===== config.mk =====
export PLATFORM = sky130hd
export DESIGN_NAME = readahead_window_policy
export DESIGN_NICKNAME = d
export VERILOG_FILES = /design/src/hdl/rawp_pkg.sv /design/src/hdl/rawp_decide.sv /design/src/hdl/rawp_clip.sv /design/src/hdl/readahead_window_policy.sv
export SDC_FILE = /design/constraint.sdc
export NUM_CORES = 2
export LEC_CHECK = 0
export ABC_CLOCK_PERIOD_IN_PS = 15850
export BUFFER_PORTS_ARGS = -buffer_cell sky130_fd_sc_hd__buf_2
export CAP_MARGIN = 20
export CORE_UTILIZATION = 51
export DETAILED_ROUTE_END_ITERATION = 10
export GPL_TIMING_DRIVEN = 0
export HOLD_SLACK_MARGIN = 0.08
export PLACE_DENSITY = 0.79
export REMOVE_ABC_BUFFERS = 1
export SLEW_MARGIN = 10
export SYNTH_ARGS = -nofsm -noshare
export SYNTH_HDL_FRONTEND = slang
export SYNTH_SLANG_ARGS = --single-unit

===== constraint.sdc =====
create_clock -name clk -period 15.85 [get_ports clk]
set_input_delay 0 -clock clk [delete_from_list [all_inputs] [get_ports clk]]
set_output_delay 0 -clock clk [all_outputs]
set_load 0.05 [all_outputs]

===== src/hdl/rawp_pkg.sv =====
package rawp_pkg;

  localparam int INDEX_BITS = 32;
  localparam int SIZE_BITS  = 16;
  // Width that holds a sum of two or three window sizes without overflow.
  localparam int GROW_BITS  = SIZE_BITS + 2;

  localparam int IN_FIELD_BITS  = 4 * INDEX_BITS + 2 * SIZE_BITS;
  localparam int IN_DATA_BITS   = ((IN_FIELD_BITS + 7) / 8) * 8;
  localparam int OUT_FIELD_BITS = INDEX_BITS + 2 * SIZE_BITS;
  localparam int OUT_DATA_BITS  = ((OUT_FIELD_BITS + 7) / 8) * 8;
  localparam int ACTION_BITS    = 2;

  localparam int CFG_INDEX_BITS = 1;
  localparam logic [CFG_INDEX_BITS-1:0] REG_WIN_LIMIT = 1'd0;
  localparam logic [CFG_INDEX_BITS-1:0] REG_DEV_IO    = 1'd1;

  localparam logic [SIZE_BITS-1:0] WIN_LIMIT_RESET = SIZE_BITS'(32);
  localparam logic [SIZE_BITS-1:0] DEV_IO_RESET    = '0;

  typedef logic [INDEX_BITS-1:0] idx_t;
  typedef logic [SIZE_BITS-1:0]  size_t;
  typedef logic [GROW_BITS-1:0]  grow_t;

  typedef enum logic [ACTION_BITS-1:0] {
    ACT_NONE   = 2'd0,
    ACT_WINDOW = 2'd1,
    ACT_PLAIN  = 2'd2
  } action_t;

  // Last member sits in the lowest bits, so page_index lands at bit 0.
  typedef struct packed {
    logic  kind;
    idx_t  file_pages;
    size_t history_count;
    idx_t  next_miss;
    idx_t  prev_page;
    size_t req_len;
    idx_t  page_index;
  } item_t;

  typedef struct packed {
    size_t mark_offset;
    size_t read_count;
    idx_t  read_start;
  } result_t;

  typedef struct packed {
    size_t dev_io;
    size_t win_limit;
  } cfg_t;

  // Decision before end-of-file clipping.
  typedef struct packed {
    action_t action;
    idx_t    file_pages;
    result_t res;
  } mid_t;

  // Window growth step: quadruple small windows, double medium ones, else the limit.
  function automatic size_t next_size(input grow_t cur, input size_t lim);
    grow_t lim_w;
    lim_w = GROW_BITS'(lim);
    if (cur < (lim_w >> 4)) begin
      next_size = SIZE_BITS'(cur << 2);
    end else if (cur <= (lim_w >> 1)) begin
      next_size = SIZE_BITS'(cur << 1);
    end else begin
      next_size = lim;
    end
  endfunction

  // Initial window: request rounded up to a power of two, then scaled.
  function automatic size_t init_size(input size_t req, input size_t lim);
    logic [SIZE_BITS:0] x;
    logic [SIZE_BITS:0] p;
    logic [SIZE_BITS:0] lim_w;
    x = {1'b0, req} - (SIZE_BITS + 1)'(1);
    for (int s = 1; s < SIZE_BITS; s = s * 2) begin
      x = x | (x >> s);
    end
    p = x + (SIZE_BITS + 1)'(1);
    if (req <= SIZE_BITS'(1)) begin
      p = (SIZE_BITS + 1)'(1);
    end
    lim_w = {1'b0, lim};
    if (p <= (lim_w >> 5)) begin
      init_size = SIZE_BITS'(p << 2);
    end else if (p <= (lim_w >> 2)) begin
      init_size = SIZE_BITS'(p << 1);
    end else begin
      init_size = lim;
    end
  endfunction

endpackage


===== src/hdl/rawp_decide.sv =====
module rawp_decide (
  input  logic            clk,
  input  logic            rst,
  input  logic            fire,
  input  rawp_pkg::item_t item,
  input  rawp_pkg::cfg_t  cfg,
  output rawp_pkg::mid_t  mid
);

  typedef enum logic [2:0] {
    P_INIT,
    P_RAMP,
    P_MARK,
    P_CTX,
    P_PLAIN,
    P_NONE
  } path_t;

  rawp_pkg::idx_t  win_start;
  rawp_pkg::size_t win_size;
  rawp_pkg::size_t win_async;
  rawp_pkg::idx_t  win_start_next;
  rawp_pkg::size_t win_size_next;
  rawp_pkg::size_t win_async_next;

  rawp_pkg::size_t lim;
  rawp_pkg::idx_t  ramp_end;
  rawp_pkg::idx_t  ramp_mark;
  rawp_pkg::idx_t  gap;
  rawp_pkg::idx_t  step;
  rawp_pkg::grow_t hist_w;
  rawp_pkg::grow_t ctx_sz;
  rawp_pkg::grow_t merge_sum;
  rawp_pkg::size_t merge_add;
  rawp_pkg::size_t init_sz;
  rawp_pkg::size_t bsz;
  rawp_pkg::size_t ba;
  rawp_pkg::idx_t  bs;
  path_t           path;

  always_comb begin
    // Effective limit: a large request may widen it up to the device I/O size.
    if (item.req_len > cfg.win_limit && cfg.dev_io > cfg.win_limit) begin
      lim = (item.req_len < cfg.dev_io) ? item.req_len : cfg.dev_io;
    end else begin
      lim = cfg.win_limit;
    end

    ramp_end  = win_start + rawp_pkg::INDEX_BITS'(win_size);
    ramp_mark = ramp_end - rawp_pkg::INDEX_BITS'(win_async);
    gap       = item.next_miss - item.page_index;
    step      = item.page_index - item.prev_page;

    if (item.page_index == '0) begin
      path = P_INIT;
    end else if (item.page_index == ramp_mark || item.page_index == ramp_end) begin
      path = P_RAMP;
    end else if (item.kind) begin
      if (item.next_miss == '0 || gap > rawp_pkg::INDEX_BITS'(lim)) begin
        path = P_NONE;
      end else begin
        path = P_MARK;
      end
    end else if (item.req_len > lim) begin
      path = P_INIT;
    end else if (step <= rawp_pkg::INDEX_BITS'(1)) begin
      path = P_INIT;
    end else if (item.history_count > item.req_len) begin
      path = P_CTX;
    end else begin
      path = P_PLAIN;
    end

    hist_w = rawp_pkg::GROW_BITS'(item.history_count);
    if (rawp_pkg::INDEX_BITS'(item.history_count) >= item.page_index) begin
      hist_w = hist_w << 1;
    end
    ctx_sz  = hist_w + rawp_pkg::GROW_BITS'(item.req_len);
    init_sz = rawp_pkg::init_size(item.req_len, lim);

    bs  = item.page_index;
    bsz = init_sz;
    ba  = (init_sz > item.req_len) ? init_sz - item.req_len : init_sz;
    case (path)
      P_INIT: begin
      end
      P_RAMP: begin
        bs  = ramp_end;
        bsz = rawp_pkg::next_size(rawp_pkg::GROW_BITS'(win_size), lim);
        ba  = bsz;
      end
      P_MARK: begin
        bs  = item.next_miss;
        bsz = rawp_pkg::next_size(rawp_pkg::GROW_BITS'(gap[rawp_pkg::SIZE_BITS-1:0]) +
                                  rawp_pkg::GROW_BITS'(item.req_len), lim);
        ba  = bsz;
      end
      P_CTX: begin
        bsz = (ctx_sz < rawp_pkg::GROW_BITS'(lim)) ? ctx_sz[rawp_pkg::SIZE_BITS-1:0] : lim;
        ba  = rawp_pkg::SIZE_BITS'(1);
      end
      default: begin
      end
    endcase

    // A window whose marker sits on its own first page takes in the next window.
    merge_add = rawp_pkg::next_size(rawp_pkg::GROW_BITS'(bsz), lim);
    merge_sum = rawp_pkg::GROW_BITS'(bsz) + rawp_pkg::GROW_BITS'(merge_add);
    if (item.page_index == bs && bsz == ba) begin
      if (merge_sum <= rawp_pkg::GROW_BITS'(lim)) begin
        ba  = merge_add;
        bsz = merge_sum[rawp_pkg::SIZE_BITS-1:0];
      end else begin
        bsz = lim;
        ba  = lim >> 1;
      end
    end

    win_start_next = win_start;
    win_size_next  = win_size;
    win_async_next = win_async;
    mid.file_pages = item.file_pages;
    case (path)
      P_NONE: begin
        mid.action = rawp_pkg::ACT_NONE;
        mid.res    = '0;
      end
      P_PLAIN: begin
        mid.action = rawp_pkg::ACT_PLAIN;
        mid.res.read_start  = item.page_index;
        mid.res.read_count  = item.req_len;
        mid.res.mark_offset = '0;
      end
      default: begin
        mid.action = rawp_pkg::ACT_WINDOW;
        mid.res.read_start  = bs;
        mid.res.read_count  = bsz;
        mid.res.mark_offset = ba;
        win_start_next = bs;
        win_size_next  = bsz;
        win_async_next = ba;
      end
    endcase
  end

  always_ff @(posedge clk) begin
    if (rst) begin
      win_start <= '0;
      win_size  <= '0;
      win_async <= '0;
    end else if (fire) begin
      win_start <= win_start_next;
      win_size  <= win_size_next;
      win_async <= win_async_next;
    end
  end

endmodule


===== src/hdl/rawp_clip.sv =====
module rawp_clip (
  input  rawp_pkg::mid_t    mid,
  output rawp_pkg::action_t action,
  output rawp_pkg::result_t res
);

  rawp_pkg::idx_t last;
  rawp_pkg::idx_t room;

  always_comb begin
    last = mid.file_pages - rawp_pkg::INDEX_BITS'(1);
    room = last - mid.res.read_start;
    action = mid.action;
    res    = mid.res;
    // Nothing is fetched for an empty file, an empty range or a start past the end.
    if (mid.action == rawp_pkg::ACT_NONE || mid.file_pages == '0 ||
        mid.res.read_count == '0 || mid.res.read_start > last) begin
      action = rawp_pkg::ACT_NONE;
      res    = '0;
    end else if (rawp_pkg::INDEX_BITS'(mid.res.read_count) > room) begin
      res.read_count = rawp_pkg::SIZE_BITS'(room + rawp_pkg::INDEX_BITS'(1));
    end
  end

endmodule


===== src/hdl/readahead_window_policy.sv =====
// A result passes through the input register, decision register and output register,
// held longer only while the output is stalled. Throughput: one read request per cycle
// while the output is not stalled; the window state updates as a request leaves the
// input register, so the next request sees it with no bubble.
// Reset (synchronous, active high) clears the window to zero, empties all stages and
// sets the window limit to 32 pages and the device I/O size to 0.
module readahead_window_policy (
  input  logic                                    clk,
  input  logic                                    rst,
  input  logic                                    s_tvalid,
  output logic                                    s_tready,
  // page_index, req_len, prev_page, next_miss, history_count, file_pages
  input  logic [rawp_pkg::IN_DATA_BITS-1:0]       s_tdata,
  // kind
  input  logic                                    s_tuser,
  output logic                                    m_tvalid,
  input  logic                                    m_tready,
  // read_start, read_count, mark_offset
  output logic [rawp_pkg::OUT_DATA_BITS-1:0]      m_tdata,
  // action
  output logic [rawp_pkg::ACTION_BITS-1:0]        m_tuser,
  input  logic                                    cfg_we,
  input  logic [rawp_pkg::CFG_INDEX_BITS-1:0]     cfg_index,
  input  logic [rawp_pkg::SIZE_BITS-1:0]          cfg_wdata
);

  // Configuration registers. Writes are expected only while the block is idle.
  rawp_pkg::cfg_t cfg;

  always_ff @(posedge clk) begin
    if (rst) begin
      cfg.win_limit <= rawp_pkg::WIN_LIMIT_RESET;
      cfg.dev_io    <= rawp_pkg::DEV_IO_RESET;
    end else if (cfg_we) begin
      case (cfg_index)
        rawp_pkg::REG_WIN_LIMIT: cfg.win_limit <= cfg_wdata;
        rawp_pkg::REG_DEV_IO:    cfg.dev_io    <= cfg_wdata;
        default: begin
        end
      endcase
    end
  end

  // Three stages: input register, decision register, output register. Each stage
  // moves on when the one after it is empty or moving on in the same cycle, so a
  // stall at the output only blocks the input once every stage holds a request.
  logic              s1_valid;
  rawp_pkg::item_t   s1_item;
  logic              s2_valid;
  rawp_pkg::mid_t    s2_mid;
  rawp_pkg::action_t out_action;
  rawp_pkg::result_t out_res;

  logic out_free;
  logic s2_free;
  logic s1_free;
  logic s1_adv;

  rawp_pkg::mid_t    dec_mid;
  rawp_pkg::action_t clip_action;
  rawp_pkg::result_t clip_res;

  assign out_free = !m_tvalid || m_tready;
  assign s2_free  = !s2_valid || out_free;
  assign s1_free  = !s1_valid || s2_free;
  assign s1_adv   = s1_valid && s2_free;
  assign s_tready = s1_free;

  // The decision stage owns the window state; it commits when a request advances.
  rawp_decide u_decide (
    .clk  (clk),
    .rst  (rst),
    .fire (s1_adv),
    .item (s1_item),
    .cfg  (cfg),
    .mid  (dec_mid)
  );

  // End-of-file clipping sits between the decision and output registers.
  rawp_clip u_clip (
    .mid    (s2_mid),
    .action (clip_action),
    .res    (clip_res)
  );

  always_ff @(posedge clk) begin
    if (rst) begin
      s1_valid <= 1'b0;
      s2_valid <= 1'b0;
      m_tvalid <= 1'b0;
    end else begin
      if (s1_free) begin
        s1_valid <= s_tvalid;
      end
      if (s2_free) begin
        s2_valid <= s1_valid;
      end
      if (out_free) begin
        m_tvalid <= s2_valid;
      end
    end
  end

  always_ff @(posedge clk) begin
    if (s1_free && s_tvalid) begin
      s1_item <= {s_tuser, s_tdata[rawp_pkg::IN_FIELD_BITS-1:0]};
    end
    if (s1_adv) begin
      s2_mid <= dec_mid;
    end
    if (out_free && s2_valid) begin
      out_action <= clip_action;
      out_res    <= clip_res;
    end
  end

  assign m_tdata = rawp_pkg::OUT_DATA_BITS'(out_res);
  assign m_tuser = out_action;

  // An empty fetch carries no range and no marker.
  assert property (@(posedge clk) disable iff (rst)
    (m_tvalid && out_action == rawp_pkg::ACT_NONE) |-> (out_res == '0))
    else $error("empty fetch with nonzero fields");

  // Any fetch that is issued covers at least one page.
  assert property (@(posedge clk) disable iff (rst)
    (m_tvalid && out_action != rawp_pkg::ACT_NONE) |-> (out_res.read_count != '0))
    else $error("fetch issued with zero pages");

  // A plain read never places a marker.
  assert property (@(posedge clk) disable iff (rst)
    (m_tvalid && out_action == rawp_pkg::ACT_PLAIN) |-> (out_res.mark_offset == '0))
    else $error("plain read carries a marker");

  // The input side only stalls when every stage is full and the output is held.
  assert property (@(posedge clk) disable iff (rst)
    !s_tready |-> (s1_valid && s2_valid && m_tvalid && !m_tready))
    else $error("input stalled without an output stall");

endmodule


# ---- Word-level counts from Yosys, hierarchy flattened
# Index checks and enable logic that the tools add are counted.
dict set report totals {
  reg_bits 424
  input_bits 183
  output_inout_bits 68
  elab_cells 130
}
dict set report op_classes {
  n_addsub 13
  n_lt_le_gt_ge 22
  n_eq_ne 9
  mux 31
  n_bitwise 6
  reduce_logical 25
}
# operator count
set op_table {}
lappend op_table {{16-bit two-way mux} 17}
lappend op_table {{64-bit one-hot mux with 2 select lines} 1}
lappend op_table {{32-bit equality test} 3}
lappend op_table {{32-bit zero test} 3}
lappend op_table {{16-bit one-hot mux with 3 select lines} 2}
lappend op_table {{32-bit subtractor} 3}
lappend op_table {{16-bit > comparator} 5}
lappend op_table {{32-bit one-hot mux with 2 select lines} 1}
lappend op_table {{16-bit by 16-bit adder with 17-bit output} 2}
lappend op_table {{17-bit two-way mux} 2}
lappend op_table {{32-bit by 16-bit adder with 32-bit output} 1}
lappend op_table {{16-bit by 32-bit greater-or-equal comparator with 1-bit output} 1}
lappend op_table {{16-bit by 32-bit > comparator with 1-bit output} 1}
lappend op_table {{32-bit by 16-bit > comparator with 1-bit output} 1}
lappend op_table {{32-bit > comparator} 1}
lappend op_table {{16-bit by 15-bit <= comparator with 1-bit output} 2}
lappend op_table {{32-bit by 1-bit <= comparator with 1-bit output (second input constant)} 1}
lappend op_table {{16-bit by 12-bit less-than comparator with 1-bit output} 2}
lappend op_table {{32-bit by 1-bit subtractor with 32-bit output (second input constant)} 1}
lappend op_table {{32-bit by 16-bit subtractor with 32-bit output} 1}
lappend op_table {{3-bit two-way mux} 7}
lappend op_table {{17-bit by 16-bit adder with 18-bit output} 1}
lappend op_table {{18-bit by 15-bit <= comparator with 1-bit output} 1}
lappend op_table {{18-bit by 16-bit <= comparator with 1-bit output} 1}
lappend op_table {{27 further kinds} 45}

# ---- Longest topological paths before layout
dict set report logic_depth {
  depth_word 19
  mapped_depth 85
  mapped_depth_nobuf 77
}

# ---- Hierarchy
# A second synthesis with hierarchy kept.
dict set report unflattened {
  cells_unflattened 4976
  area_unflattened_um2 41996.5
}
# mod n_inst cells_per_inst area_per_inst_um2 seq_area_each_um2
set modules_own_cells {}
lappend modules_own_cells {rawp_decide 1 3860 26756.9 1281.2}
lappend modules_own_cells {readahead_window_policy 1 482 11016.8 10460.0}
lappend modules_own_cells {rawp_clip 1 634 4222.8 0.0}

# ---- Worst setup path before layout
# No wires, ideal clock.
dict set report synth_timing {
  path_type {reg-to-reg}
  startpoint {reg s1_item[4] (netlist bit)}
  endpoint {reg s2_mid[60] (netlist bit) (data pin)}
  t_arrival_ps 14093
  t_required_ps 15578
  setup_slack_ps 1486
  stages_incl_launch_ff 81
  synth_period_minus_slack_ps 14364
  path_cell_list {edfxtp_1 clkbuf_1 inv_1 ha_1 a21o_1 a2111oi_0 o21ai_0 a2111oi_0 o21ai_0 nand2b_1 clkbuf_1 buf_1 nor2_1 a21o_1 ha_1 a211o_1 o211ai_1 a21oi_1 [... 45 more ...] a21boi_0 o21ai_0 a21boi_0 o21ai_0 a21boi_0 o21ai_0 a21boi_0 a21oi_1 ha_1 a21o_1 a21oi_1 nor2_1 nor2_1 nand2_1 clkbuf_1 clkbuf_1 mux2i_1 a211oi_1}
}
# item line
set synth_rtl {}
lappend synth_rtl {{from (decl)} readahead_window_policy.sv:48} ;# rawp_pkg::item_t s1_item;
lappend synth_rtl {{from (signal assigned)} readahead_window_policy.sv:106} ;# s1_item <= {s_tuser, s_tdata[rawp_pkg::IN_FIELD_BITS-1:0]};
lappend synth_rtl {{to (signal assigned)} readahead_window_policy.sv:109} ;# s2_mid <= dec_mid;
lappend synth_rtl {{to (decl)} readahead_window_policy.sv:50} ;# rawp_pkg::mid_t s2_mid;

==> impl_metrics.py <==
metrics = {
    "run_status": {
        "status": "complete, no violations",
    },
    "setup_path": {
        "worstPathMaxFanout": 23,
        "cp.required_ns": 16.18,
        "cpPeakStageDelay_ns": 0.81,
        "critPathKind": "reg -> reg",
        "start_kind": "register",
        "rr_worst_depth": 73,
        "crit_slowest_cell": "edfxtp_1",
        "cp-end-kind": "register",
        "worstPathArrival_ns": 15.90,
    },
    "drt": {
        "wl_um": 165000,
        "vias": 42700,
        "vias_per_cell": 6.68,
        "drtIter0Drc": 5923,
        "drc_errors": 0,
        "wl_per_cell_um": 25.8,
        "drt-pass1-iter-count": 10,
        "antenna_left": 0,
    },
    "logic_synthesis": {
        "synth_top_area_share_pct": 24.0,
        "ys_warn_count": 0,
        "ys_ff_latch": 424,
        "seq_area_frac_synth_pct": 28.9,
        "syn_inst": 4822,
        "async_flop_share_pct": 0,
        "syn_area_per_cell_um2": 8.44,
        "yosys_most_used_dff": "edfxtp_1",
        "synth-edff-count": 325,
        "ys_types": 99,
        "netlist.top_cell.by_area": "edfxtp_1",
        "netlist_area_um2": 40700,
        "synthTopCellsByArea": "edfxtp_1 24%, ha_1 14%, dfxtp_1 4.9%",
    },
    "timing": {
        "fin_crit_ns": 15.56,
        "fmax_mhz": 64.3,
        "skew_ns": 0.0546,
        "maxSlewHeadroom_pct": 19.1,
        "fin_hold_ws_ns": 0.0860,
        "drv_slew": 0,
        "min_period_over_period_pct": 98.2,
        "setup_viol": 0,
        "tns_ns": 0,
        "tightestPinTransition_ns": 1.18,
        "final_hold_viol_count": 0,
    },
    "grt": {
        "use_met1_pct": 50.2,
        "grt_usage_pct": 38.9,
        "met2_usage_pct": 57.5,
        "grt_max_degree": 81,
        "grt_busiest_layer": "met2",
        "first_global_vias": 39300,
        "grt_util_met3_pct": 13.3,
        "grt_overflow": 0,
        "antenna_found_initial": 12,
        "grt_pass1_wl_um": 240000,
    },
    "placed_design": {
        "portBuffers": 250,
        "place_hpwl_um": 116000,
        "gp_congestion": 1.06,
        "place_inst": 5939,
    },
    "floorplanning": {
        "io_pins": 251,
        "fp.dieArea_um2": 80900,
        "die_x_um": 284,
        "die_h_um": 284,
        "start_util_pct": 51.5,
        "row_count": 103,
        "coreArea_um2": 79000,
    },
    "cts": {
        "root_buffer": "clkbuf_16",
        "htree_levels": 2,
        "cts_buffers": 48,
        "cts_sinks": 424,
        "clockBufferDepth": 3,
        "clk_pin_slew_worst_paths_ns": 0.07,
        "clkLatencyLatePin_ns": 0.64,
        "cts_tree": "done",
    },
    "power": {
        "p_total_mw": 6.26,
        "p_leak_nw": 20.1,
        "ir_worst_vdd_v": 0.0000968,
        "p_per_area_nw_per_um2": 128,
    },
    "min_path": {
        "hold_path_depth": 2,
        "hold_class": "in -> reg",
    },
    "finish": {
        "fillCellCount": 6550,
        "drive_gt1_share_pct": 12.9,
        "mostFrequentLayoutCells": "457 x ha_1, 431 x nand2_1, 374 x nor2_1",
        "final_common_cell": "ha_1",
        "num-nets-final": 5956,
        "final_util_pct": 61.8,
        "stdcell_count": 6403,
        "area_growth_pct": 19.9,
    },
    "run": {
        "drv_cap": 0,
    },
}
==> worst max-delay path, delay by kind of cell (launching register included) <==
kind	cells	cell delay, ns
muxes	3	0.87
buffers and inverters	5	1.10
AOI/OAI and AO/OA	35	6.45
and+or+nand+nor	23	3.91
DFF	1	0.81
xor gates and xnor gates	1	0.29
adders and majority gates	6	1.85
==> sequential cells by signal, indices dropped and copies added (netlist names) <==
register / flops
u_decide.win_size: 16
m_tvalid: 1
s1_valid: 1
m_tdata: 64
s2_valid: 1
s2_mid: 98
s1_item: 161
u_decide.win_start: 32
m_tuser: 2
u_decide.win_async: 16
cfg: 32
==> stage by stage <==
step           instance area, um^2  setup WS (ns)
5_1_grt                      48800        -0.0321
3_5_place_dp                 43200          -2.45
4_1_cts                      48100         0.0235
6_report                     48800          0.287
2_1_floorplan                39800         -0.130
3_3_place_gp                 42400          -5.43
==> final cells by class <==
cell class              instances  area, um^2  share of cell area [%]
multi-input cells            3871       27600                    56.5
flip-flops and latches        424       11700                    24.1
repair buffers                654        5290                    10.8
well taps                    1050        1310                    2.69
clock buffers                  56        1290                    2.65
inverters                     307        1190                    2.45
clock inverters                34         365                   0.749
diodes                          7        17.5                  0.0359
==> synth_stat cells, types with 26 or more instances <==
cell type / number
ha_1: 458
nor2_1: 381
edfxtp_1: 325
nand3_1: 128
o21a_1: 65
nand2b_1: 61
or3_1: 41
a21o_1: 123
clkbuf_1: 174
xor2_1: 81
nor4_1: 74
o21ai_1: 29
o211ai_1: 60
mux2i_1: 110
a31oi_1: 40
inv_1: 305
nor3_1: 136
and3_1: 39
nand2_1: 435
and2_1: 50
mux2_2: 34
a21oi_1: 342
nand4_1: 102
xnor2_1: 151
a22oi_1: 27
or4_1: 26
o22ai_1: 30
nor2b_1: 58
a2111oi_0: 31
a211oi_1: 63
o21ai_0: 262
dfxtp_1: 99
==> path summary, 6_finish.rpt <==
check | start | end | slack, ns
worst min-delay path | s_tdata[54] | s1_item[54] | 0.09
worst min register to register | s1_item[135] | s2_mid[71] | 0.42
worst max-delay path | s1_item[10] | s2_mid[42] | 0.29
worst max register to register | s1_item[10] | s2_mid[42] | 0.29
==> repair_timing <==
| item | in CTS | in global routing |
|---|---|---|
| gates resized for setup | 45 | 88 |
| hold buffers | 254 | 0 |
| gates cloned | 1 | 1 |
| endpoints found under the hold margin | 234 | 0 |
| endpoints found under the setup margin | 64 | 64 |
| buffers inserted | 76 | 34 |
| pin swaps | 3 | 8 |
==> kinds of logic after synthesis <==
kind of cell	count (synthesis)	synth area share [%]
xor gates and xnor gates	241	5.48
adders and majority gates	467	14.5
AOI/OAI and AO/OA	1382	22.6
and+or+nand+nor	1635	19.9
DFF	424	28.9
muxes	144	3.65
buffers and inverters	529	5.02
==> layer usage <==
metal / part of all wire, % / up-vias
met2: 42 / 2853
met4: 5.9 / 8
met5: 0.12 / -
met1: 39 / 20200
li1: - / 19000
met3: 14 / 628
==> where the power goes <==
| group | internal (mW) | switching, mW | total (mW) |
|---|---|---|---|
| registers | 1.31 | 0.115 | 1.42 |
| clock network | 0.675 | 0.512 | 1.19 |
| logic | 1.40 | 2.24 | 3.65 |
| total | 3.39 | 2.87 | 6.26 |
Note: power is estimated with default switching activity, not from simulation.
